$ cat config.mk
export PLATFORM = sky130hd
export DESIGN_NAME = servo_frame_deframer
export DESIGN_NICKNAME = d
export VERILOG_FILES = /design/src/sv/sfd_pkg.sv /design/src/sv/sfd_ram.sv /design/src/sv/servo_frame_deframer.sv
export SDC_FILE = /design/constraint.sdc
export NUM_CORES = 1
export LEC_CHECK = 0
export BUFFER_PORTS_ARGS = -buffer_cell sky130_fd_sc_hd__buf_2
export CORE_MARGIN = 4
export CORE_UTILIZATION = 40
export DETAILED_ROUTE_END_ITERATION = 7
export SLEW_MARGIN = 20
export SYNTH_ARGS = -nofsm -noshare
export SYNTH_HDL_FRONTEND = slang
export SYNTH_SLANG_ARGS = --single-unit
export TNS_END_PERCENT = 100
$ cat constraint.sdc
create_clock -name i_clk -period 3.3 [get_ports i_clk]
set_input_delay 0.66 -clock i_clk [delete_from_list [all_inputs] [get_ports i_clk]]
set_output_delay 0.66 -clock i_clk [all_outputs]
set_load 0.05 [all_outputs]
$ cat src/sv/sfd_pkg.sv
// ----------------------------------------------------------------------------
// sfd_pkg
// Shared constants and types for the servo frame deframer.
// ----------------------------------------------------------------------------
`default_nettype none

package sfd_pkg;

    // Largest command plus data byte count that fits the packet store.
    localparam int MAX_BODY    = 13;
    // ID and length bytes come ahead of the body.
    localparam int STORE_DEPTH = MAX_BODY + 2;
    localparam int ADDR_W      = $clog2(STORE_DEPTH);
    localparam int LEN_W       = $clog2(MAX_BODY + 1);

    localparam int BYTE_W      = 8;
    localparam int PAYLOAD_W   = 4;
    localparam int PKT_IDX_W   = 4;
    localparam int CFG_IDX_W   = 2;
    // Output tdata: byte plus index, padded to whole bytes.
    localparam int M_TDATA_W   = ((BYTE_W + PKT_IDX_W + 7) / 8) * 8;

    typedef logic [CFG_IDX_W-1:0] t_cfg_idx;

    localparam t_cfg_idx CFG_SYNC_BYTE   = 2'd0;
    localparam t_cfg_idx CFG_MIN_PAYLOAD = 2'd1;
    localparam t_cfg_idx CFG_MAX_PAYLOAD = 2'd2;

    localparam logic [BYTE_W-1:0]    RST_SYNC_BYTE   = 8'd85;
    localparam logic [PAYLOAD_W-1:0] RST_MIN_PAYLOAD = 4'd2;
    localparam logic [PAYLOAD_W-1:0] RST_MAX_PAYLOAD = 4'd13;

endpackage

`default_nettype wire

$ cat src/sv/sfd_ram.sv
// ----------------------------------------------------------------------------
// sfd_ram
// Generic simple dual-port RAM: one write port, one registered read port.
// ----------------------------------------------------------------------------
`default_nettype none

module sfd_ram #(
    parameter int WIDTH = 8,
    parameter int DEPTH = 16
) (
    input  wire logic                     i_clk,
    input  wire logic                     i_we,
    input  wire logic [$clog2(DEPTH)-1:0] i_waddr,
    input  wire logic [WIDTH-1:0]         i_wdata,
    input  wire logic                     i_re,
    input  wire logic [$clog2(DEPTH)-1:0] i_raddr,
    output logic      [WIDTH-1:0]         o_rdata
);

    logic [WIDTH-1:0] r_mem [DEPTH];

    always_ff @(posedge i_clk) begin
        if (i_we) begin
            r_mem[i_waddr] <= i_wdata;
        end
        if (i_re) begin
            o_rdata <= r_mem[i_raddr];
        end
    end

endmodule

`default_nettype wire

$ cat src/sv/servo_frame_deframer.sv
// ----------------------------------------------------------------------------
// servo_frame_deframer
// Double-sync, length-prefixed frame deframer for received serial bytes.
// ----------------------------------------------------------------------------
// The block takes one received byte per transfer on the slave stream and
// hunts for two header bytes in a row equal to sync_byte. The next byte is
// the packet ID and the one after it the length (command plus data bytes).
// A length within [min_payload, max_payload] and no larger than MAX_BODY
// collects that many body bytes into a small packet RAM; any other length
// drops the header and resumes hunting. Once the frame is complete, the
// packet (ID, length, command, data) is read back from the RAM and sent on
// the master stream, one byte per transfer, with tlast on its final byte.
// No checksum is checked. Rate: while hunting and collecting, one byte is
// taken every cycle. On the byte that completes a frame the input stalls
// while the packet is read out: each packet byte is read from the RAM and
// then loaded into the output register, and the next read is issued only
// once that register is free, so the stall grows with backpressure on the
// master side. The last packet byte may still wait in the output register
// while the next received byte is accepted. The configuration port is
// always ready; write it only while the block is idle.
// ----------------------------------------------------------------------------
`default_nettype none

module servo_frame_deframer (
    input  wire logic                               i_clk,
    input  wire logic                               i_rst_n,
    // configuration write channel
    input  wire logic                               i_cfg_valid,
    output logic                                    o_cfg_ready,
    input  wire sfd_pkg::t_cfg_idx                  i_cfg_index,
    input  wire logic [sfd_pkg::BYTE_W-1:0]         i_cfg_data,
    // received bytes
    input  wire logic                               i_s_axis_tvalid,
    output logic                                    o_s_axis_tready,
    input  wire logic [sfd_pkg::BYTE_W-1:0]         i_s_axis_tdata,   // [7:0] rx_byte
    // packet bytes
    output logic                                    o_m_axis_tvalid,
    input  wire logic                               i_m_axis_tready,
    output logic [sfd_pkg::M_TDATA_W-1:0]           o_m_axis_tdata,   // [7:0] pkt_byte,
                                                                      // [11:8] pkt_index,
                                                                      // rest zero
    output logic                                    o_m_axis_tlast    // pkt_last
);

    import sfd_pkg::*;

    typedef enum logic [2:0] {
        HUNT1,
        HUNT2,
        GET_ID,
        GET_LEN,
        BODY,
        EMIT
    } t_phase;

    // configuration
    logic [BYTE_W-1:0]    r_sync_byte;
    logic [PAYLOAD_W-1:0] r_min_payload;
    logic [PAYLOAD_W-1:0] r_max_payload;

    // frame control
    t_phase             r_phase,   n_phase;
    logic [LEN_W-1:0]   r_len,     n_len;
    logic [LEN_W-1:0]   r_left,    n_left;
    logic [ADDR_W-1:0]  r_wr_ptr,  n_wr_ptr;
    logic [ADDR_W-1:0]  r_rd_ptr,  n_rd_ptr;
    logic               r_rd_pend, n_rd_pend;

    // output register
    logic                 r_m_valid, n_m_valid;
    logic [BYTE_W-1:0]    r_m_byte,  n_m_byte;
    logic [PKT_IDX_W-1:0] r_m_index, n_m_index;
    logic                 r_m_last,  n_m_last;

    // packet RAM controls
    logic              ram_we;
    logic [ADDR_W-1:0] ram_waddr;
    logic              ram_re;
    logic [BYTE_W-1:0] ram_rdata;

    logic              in_xfer;
    logic              out_xfer;
    logic              out_free;
    logic [BYTE_W-1:0] rx_byte;
    logic              len_ok;
    logic              rd_last;

    assign rx_byte  = i_s_axis_tdata;
    assign in_xfer  = i_s_axis_tvalid && o_s_axis_tready;
    assign out_xfer = r_m_valid && i_m_axis_tready;
    assign out_free = !r_m_valid || i_m_axis_tready;

    // Length must sit inside the configured bounds and fit the store.
    assign len_ok = (rx_byte >= {{(BYTE_W-PAYLOAD_W){1'b0}}, r_min_payload}) &&
                    (rx_byte <= {{(BYTE_W-PAYLOAD_W){1'b0}}, r_max_payload}) &&
                    (rx_byte <= BYTE_W'(MAX_BODY));

    // Final packet entry sits at address len + 1.
    assign rd_last = (r_rd_ptr == (ADDR_W'(r_len) + ADDR_W'(1)));

    always_comb begin
        n_phase   = r_phase;
        n_len     = r_len;
        n_left    = r_left;
        n_wr_ptr  = r_wr_ptr;
        n_rd_ptr  = r_rd_ptr;
        n_rd_pend = r_rd_pend;
        n_m_valid = r_m_valid && !out_xfer;
        n_m_byte  = r_m_byte;
        n_m_index = r_m_index;
        n_m_last  = r_m_last;
        ram_we    = 1'b0;
        ram_waddr = r_wr_ptr;
        ram_re    = 1'b0;

        unique case (r_phase)
            HUNT1: begin
                if (in_xfer && rx_byte == r_sync_byte) begin
                    n_phase = HUNT2;
                end
            end
            HUNT2: begin
                if (in_xfer) begin
                    n_phase = (rx_byte == r_sync_byte) ? GET_ID : HUNT1;
                end
            end
            GET_ID: begin
                if (in_xfer) begin
                    ram_we    = 1'b1;
                    ram_waddr = ADDR_W'(0);
                    n_phase   = GET_LEN;
                end
            end
            GET_LEN: begin
                if (in_xfer) begin
                    if (len_ok) begin
                        // store the length; zero length emits ID and length at once
                        ram_we    = 1'b1;
                        ram_waddr = ADDR_W'(1);
                        n_len     = rx_byte[LEN_W-1:0];
                        n_left    = rx_byte[LEN_W-1:0];
                        n_wr_ptr  = ADDR_W'(2);
                        n_rd_ptr  = '0;
                        n_rd_pend = 1'b0;
                        n_phase   = (rx_byte == '0) ? EMIT : BODY;
                    end else begin
                        n_phase = HUNT1;
                    end
                end
            end
            BODY: begin
                if (in_xfer) begin
                    ram_we   = 1'b1;
                    n_wr_ptr = r_wr_ptr + ADDR_W'(1);
                    n_left   = r_left - LEN_W'(1);
                    if (r_left == LEN_W'(1)) begin
                        n_rd_ptr  = '0;
                        n_rd_pend = 1'b0;
                        n_phase   = EMIT;
                    end
                end
            end
            EMIT: begin
                if (r_rd_pend) begin
                    // read data is here; output register was freed when issued
                    n_m_valid = 1'b1;
                    n_m_byte  = ram_rdata;
                    n_m_index = PKT_IDX_W'(r_rd_ptr);
                    n_m_last  = rd_last;
                    n_rd_pend = 1'b0;
                    if (rd_last) begin
                        n_phase = HUNT1;
                    end else begin
                        n_rd_ptr = r_rd_ptr + ADDR_W'(1);
                    end
                end else if (out_free) begin
                    ram_re    = 1'b1;
                    n_rd_pend = 1'b1;
                end
            end
            default: begin
                n_phase = HUNT1;
            end
        endcase
    end

    always_ff @(posedge i_clk) begin
        if (!i_rst_n) begin
            r_phase       <= HUNT1;
            r_left        <= '0;
            r_rd_pend     <= 1'b0;
            r_m_valid     <= 1'b0;
            r_sync_byte   <= RST_SYNC_BYTE;
            r_min_payload <= RST_MIN_PAYLOAD;
            r_max_payload <= RST_MAX_PAYLOAD;
        end else begin
            r_phase   <= n_phase;
            r_left    <= n_left;
            r_rd_pend <= n_rd_pend;
            r_m_valid <= n_m_valid;
            if (i_cfg_valid && o_cfg_ready) begin
                unique case (i_cfg_index)
                    CFG_SYNC_BYTE:   r_sync_byte   <= i_cfg_data;
                    CFG_MIN_PAYLOAD: r_min_payload <= i_cfg_data[PAYLOAD_W-1:0];
                    CFG_MAX_PAYLOAD: r_max_payload <= i_cfg_data[PAYLOAD_W-1:0];
                    default: begin
                        // unused index: drop the write
                    end
                endcase
            end
        end
        // payload and pointers need no reset
        r_len     <= n_len;
        r_wr_ptr  <= n_wr_ptr;
        r_rd_ptr  <= n_rd_ptr;
        r_m_byte  <= n_m_byte;
        r_m_index <= n_m_index;
        r_m_last  <= n_m_last;
    end

    sfd_ram #(
        .WIDTH (BYTE_W),
        .DEPTH (STORE_DEPTH)
    ) u_pkt_ram (
        .i_clk   (i_clk),
        .i_we    (ram_we),
        .i_waddr (ram_waddr),
        .i_wdata (rx_byte),
        .i_re    (ram_re),
        .i_raddr (r_rd_ptr),
        .o_rdata (ram_rdata)
    );

    assign o_cfg_ready     = 1'b1;
    assign o_s_axis_tready = (r_phase != EMIT);
    assign o_m_axis_tvalid = r_m_valid;
    assign o_m_axis_tdata  = {{(M_TDATA_W-BYTE_W-PKT_IDX_W){1'b0}}, r_m_index, r_m_byte};
    assign o_m_axis_tlast  = r_m_last;

endmodule

`default_nettype wire
-- Yosys cells after proc, flatten, opt, wreduce, memory -nomap -nowiden
Memory sizes are Yosys's and may differ from the RTL's. A register that Yosys moved wholly into a read port is not among the register bits.
Index checks and enable logic that the tools add are counted.
- flip-flop bits (word level): 50
- bits in latches: 0
- RAM bits: 120
- ROM bits: 0
- word-level logic and storage cells: 113
- memories: 1
- add/subtract/negate cells: 4
- multipliers: 0
- divide/modulo/power cells: 0
- order comparisons: 3
- equal/unequal tests: 21
- shift-type cells: 0
- muxes and demuxes: 47
- bitwise operators: 0
- reductions and logical operators: 24
- memory list (memory ; depth ; bits a word ; rd ports ; clocked after Yosys merged registers in ; write ports ; line ; source):
    u_pkt_ram.r_mem ; 15 ; 8 ; 1 ; 1 ; 1 ; sfd_ram.sv:20 ; logic [WIDTH-1:0] r_mem [DEPTH];
- operators by type and width (cell ; count):
    4-bit two-way mux ; 15
    3-bit two-way mux ; 9
    4-bit one-hot mux with 2 select lines ; 3
    2-bit != test (second input constant) ; 10
    3-bit one-hot mux with 6 select lines ; 1
    1-bit two-way mux ; 15
    4-bit by 1-bit adder with 4-bit output (second input constant) ; 3
    4-bit one-hot mux with 3 select lines ; 1
    8-bit == test ; 1
    8-bit by 4-bit greater-or-equal comparator with 1-bit output ; 1
    8-bit by 4-bit less-or-equal comparator with 1-bit output ; 1
    8-bit by 4-bit less-or-equal comparator with 1-bit output (second input constant) ; 1
    8-bit zero test ; 1
    2-bit AND reduction ; 4
    8-bit AND reduction ; 1
    7-bit AND reduction ; 1
    3-bit by 2-bit == test with 1-bit output (second input constant) ; 2
    3-bit == test (second input constant) ; 2
    1-bit logical AND ; 6
    5-bit AND reduction ; 1
    4-bit by 1-bit == test with 1-bit output (second input constant) ; 1
    4-bit == test ; 1
    4-bit AND reduction ; 1
    4-bit by 1-bit subtractor with 4-bit output (second input constant) ; 1
    other kinds (15) ; 16

-- Longest topological paths before layout
- depth in word-level cells: 8
- depth in mapped cells: 8
- gate-level depth less buffers: 8

-- Modules after synthesis
From an unflattened synthesis, not the netlist that was laid out.
- cells, all modules: 490
- area, all modules: 7578.5 um^2
- by module, submodules not included (module ; times used ; cells an instance ; area each (um^2) ; seq. area each (um^2)):
    sfd_ram ; 1 ; 233 ; 4921.0 ; 3843.7
    servo_frame_deframer ; 1 ; 257 ; 2657.5 ; 1251.2

-- Worst setup path after synthesis
OpenSTA, ideal clock, no wires.
- kind: input-to-reg
- from: input port i_s_axis_tdata[3] (netlist bit)
- to: memory u_pkt_ram.r_mem[1][0] (enable)
- library setup time: 375 ps
- data arrival time: 2208 ps
- data required time: 2925 ps
- slack: 717 ps
- stages: 6
- buffers on the path: 0
- path through: ha_1 > a21oi_1 > a31oi_1 > nor4_4 > inv_1 > a21oi_1
- longest elaborated chain between the ends: 8
- elaborated cells between the ends (all ways): 13
- those cells by class: order compare: 3; mux: 8; reduce/logical: 2
- ends and longest elaborated chain (item ; line ; source):
    start, declared ; servo_frame_deframer.sv:35 ; input wire logic [sfd_pkg::BYTE_W-1:0] i_s_axis_tdata,
    8-bit by 4-bit greater-or-equal comparator with 1-bit output / 8-bit by 4-bit less-or-equal comparator with 1-bit output (equally long branches) ; servo_frame_deframer.sv:94, servo_frame_deframer.sv:95 ;
    1-bit logical AND ; servo_frame_deframer.sv:94 ; assign len_ok = (rx_byte >= {{(BYTE_W-PAYLOAD_W){1'b0}}, r_min_payload}) &&
    1-bit logical AND (*) ; servo_frame_deframer.sv:95 ; (rx_byte <= {{(BYTE_W-PAYLOAD_W){1'b0}}, r_max_payload}) &&
    1-bit two-way mux ; servo_frame_deframer.sv:136 ; if (len_ok) begin
    1-bit two-way mux ; servo_frame_deframer.sv:135 ; if (in_xfer) begin
    1-bit one-hot mux with 2 select lines ; servo_frame_deframer.sv:116 ; unique case (r_phase)
    1-bit two-way mux ; sfd_ram.sv:23 ; if (i_we) begin
    1-bit two-way mux (not written as such) ; sfd_ram.sv:24 ; r_mem[i_waddr] <= i_wdata;
    end, declared ; sfd_ram.sv:20 ;
Mark *: on every way between the ends. The rest lies on a longest branch, timed or not.

-- Worst setup path after layout
- from: input port i_s_axis_tdata[7] (netlist bit)
- to: register r_rd_ptr[3] (enable)
- longest elaborated chain between the ends: 5
- elaborated cells between the ends (all ways): 7
- those cells by class: order compare: 3; eq/ne: 1; reduce/logical: 3
- ends and longest elaborated chain (item ; line ; source):
    8-bit by 4-bit greater-or-equal comparator with 1-bit output / 8-bit by 4-bit less-or-equal comparator with 1-bit output (equally long branches) ; servo_frame_deframer.sv:94, servo_frame_deframer.sv:95 ;
    1-bit logical AND ; servo_frame_deframer.sv:94 ;
    1-bit logical AND (*) ; servo_frame_deframer.sv:95 ;
    2-bit != test (no line) (*) ; - ;
    7-bit AND reduction (no line) (*) ; - ;
    end signal, assigned ; servo_frame_deframer.sv:215 ; r_rd_ptr <= n_rd_ptr;
    end, declared ; servo_frame_deframer.sv:66 ; logic [ADDR_W-1:0] r_rd_ptr, n_rd_ptr;
Marks and branches as above.
A chain may end at the register's enable or synchronous reset.

==> results.tsv <==
stage	metric	value	unit
clocking	clock-root-buffer	clkbuf_16	
floorplanning	io_pins	43	
sta	setup_tns	0	ns
logic_synthesis	yosysSeqAreaShare	67.9	%
pwr	ir_worst_vdd	373	µV
detailed_routing	post_drt_wl_per_cell	20.2	µm
logic_synthesis	ys_types	50	
floorplanning	rows	49	
sta	hold_viol	0	
clocking	cts.htree.levels	4	
place	gp_congestion	0.831	
logic_synthesis	synthCells	471	
critical_path	cp.arrival	2.60	ns
finish	area_delta_synth_final	15.7	%
clocking	cts.clk_slew.worst_paths	0.06	ns
detailed_routing	vias_per_cell	5.27	
sta	max-slew-margin-rel	53.2	%
critical_path	required	3.37	ns
floorplanning	coreArea	18200	µm²
finish	drive_gt1_share	25.7	%
global_routing	grt_pass1_vias	4166	
critical_path	cp_max_fo	17	
clocking	cts_buffer_depth	2	
sta	period_minus_slack	2.54	ns
status	status	complete, no violations	
detailed_routing	drt-pass1-iter-count	4	
run	cap_violations	0	
clocking	tritoncts	done	
hold_path	min_path_type	reg2reg	
logic_synthesis	avgSynthCellArea	15.9	µm²
pwr	power_leakage	2.91	nW
sta	finalSetupViolCount	0	
clocking	clkSinkCount	178	
sta	rsz0062_at_grt	no	
sta	max_slew.worst_pin.slew	0.702	ns
critical_path	start_kind	primary input	
floorplanning	initial_core_util	41.2	%
logic_synthesis	ys.flop_type	edfxtp_1	
global_routing	grt_overflow	0	
pwr	power_density	527	nW/µm²
pwr	p_comb_share	2.9	%
floorplanning	die_w	145	µm
clocking	post_cts_buffers	0	
pwr	power.internal	3.67	mW
detailed_routing	final_antenna_net_count	0	
place	hpwl	10800	µm
sta	skew	0.0123	ns
logic_synthesis	syn_area	7500	µm²
clocking	cts_made_buffers	17	
pwr	sequentialPowerShare	53.4	%
critical_path	cp-end-kind	flop	
sta	min_period_over_period	76.9	%
detailed_routing	drt-total-wl	15800	µm
pwr	p_clk_share	43.7	%
sta	final-max-slew-violation-count	0	
global_routing	grt_max_degree	44	
floorplanning	die_height	145	µm
logic_synthesis	synth-async-reset-ratio	0	%
finish	antenna_cells	0	
detailed_routing	drc	0	
global_routing	grtUsageTotal	15.6	%
global_routing	grt_pass1_wl	24600	µm
logic_synthesis	synth_edf_count	153	
finish	finish.utilization	47.7	%
clocking	clock_latency	0.42	ns
pwr	total_power	4.57	mW
floorplanning	die_area	21000	µm²
clocking	hold_buffers	0	
place	port_buffers	37	
finish	design_area	8680	µm²
finish	layout.nets	575	
place	dpl_cell_area	8090	µm²
detailed_routing	drt_iter0_drc	283	
detailed_routing	vias	4116	
global_routing	antenna_found_initial	0	
pwr	swShare	19.8	%
critical_path	crit_type	in2reg	
clocking	cts-resized-gates	0	
sta	max_freq	394	MHz
pwr	p_sw	0.904	mW
logic_synthesis	yosysWarningCount	0	
logic_synthesis	yosys_register_bits	178	
==> per-stage QoR <==
step,setup slack [ns],hold slack (ns),instances
2_1_floorplan,0.717,0.400,474
3_3_place_gp,0.333,0.405,749
3_5_place_dp,0.270,0.409,749
4_1_cts,0.713,0.424,781
5_1_grt,0.607,0.426,781
6_report,0.762,0.421,781
==> cell usage in the layout, fill, tap and decap left out, types with 13 or more instances in the layout <==
| cell | instances |
|---|---|
| nand2_1 | 30 |
| buf_2 | 37 |
| ha_1 | 13 |
| clkbuf_16 | 17 |
| mux2i_1 | 21 |
| mux4_2 | 32 |
| buf_4 | 35 |
| edfxtp_1 | 153 |
| inv_1 | 14 |
| dfxtp_1 | 25 |
| o21ai_0 | 21 |
| nor2_1 | 35 |
| xnor2_1 | 13 |
==> logic make-up after synthesis <==
group	count (synthesis)	share of synthesized area, %
simple gates	114	7.82
fa+ha+maj	13	2.17
buf+inv	40	2.82
mux	53	12.4
flops	178	67.9
compound gates	54	4.79
xor+xnor	17	1.98
other cells	2	0.100
==> power by group through the flow <==
stage	combinational (mW)	sequential, mW	clock (mW)
finish	0.131	2.44	2.00
global route	0.145	2.44	2.15
CTS	0.133	2.44	2.04
detailed placement	0.133	2.49	0
global placement	0.130	2.49	0
floorplan	0.0721	2.49	0
==> synth_stat cells, drive strengths merged, types with 2 or more instances <==
cell type  instances  area [µm²]
nor3b              4        30.0
o31a               2        17.5
nor4               5        52.6
nand4b             3        26.3
o21bai             2        15.0
nand2             30         113
a21o               2        17.5
nand3b             5        37.5
dfxtp             25         500
a21oi             11        55.1
buf               16         121
o21a               3        22.5
clkbuf            10        37.5
xnor2             13         114
and2b              2        15.0
a31oi              3        18.8
a211oi             4        30.0
nor3               6        30.0
nand4              4        25.0
nand2b             3        21.3
edfxtp           153        4590
ha                13         163
or3                3        18.8
nor2              35         131
mux2i             21         210
mux4              32         721
and3               2        12.5
conb               2        7.51
xor2               4        35.0
inv               14        52.6
nand3              8        45.0
o21ai             22         121
==> worst paths after layout <==
kind	from	to	slack [ns]	cells past startpoint
max reg2reg	r_phase[2]	u_pkt_ram.r_mem[14][0]	0.83	5
min reg2reg	u_pkt_ram.o_rdata[5]	r_m_byte[5]	0.42	0
max	i_s_axis_tdata[7]	r_rd_ptr[3]	0.76	6
min	u_pkt_ram.o_rdata[5]	r_m_byte[5]	0.42	0
==> critical path: stages <==
cell	delay [ns]
buf_2	0.20
nor4_2	0.47
nand3_2	0.17
nor4_4	0.46
o221ai_1	0.24
a31oi_1	0.40
==> final cells by class <==
| cell class | instances | area [µm²] |
|---|---|---|
| clock buffers | 18 | 429 |
| clock inverters | 14 | 163 |
| fillers | 1548 | 9530 |
| inverters | 14 | 52.6 |
| multi-input cells | 256 | 2210 |
| flip-flops and latches | 178 | 5090 |
| well taps | 229 | 287 |
| repair buffers | 72 | 448 |
==> state kept, by name (all words and copies together), names as in the netlist <==
register / flops
r_max_payload: 4
o_m_axis_tvalid: 1
r_m_byte: 8
u_pkt_ram.r_mem: 120
r_rd_pend: 1
r_wr_ptr: 4
o_m_axis_tlast: 1
r_rd_ptr: 4
r_len: 4
r_min_payload: 4
u_pkt_ram.o_rdata: 8
r_m_index: 4
r_phase: 3
r_sync_byte: 8
r_left: 4
==> metal layers <==
metal  up-vias  part of all wire, %  track usage [%]
li1       1937                    -                -
met3        11                  4.2             3.21
met1      2071                   44             20.5
met4         0                  1.2             4.94
met2        97                   50             26.2
met5         -                    0                0
(Power assumes the default switching activity.)
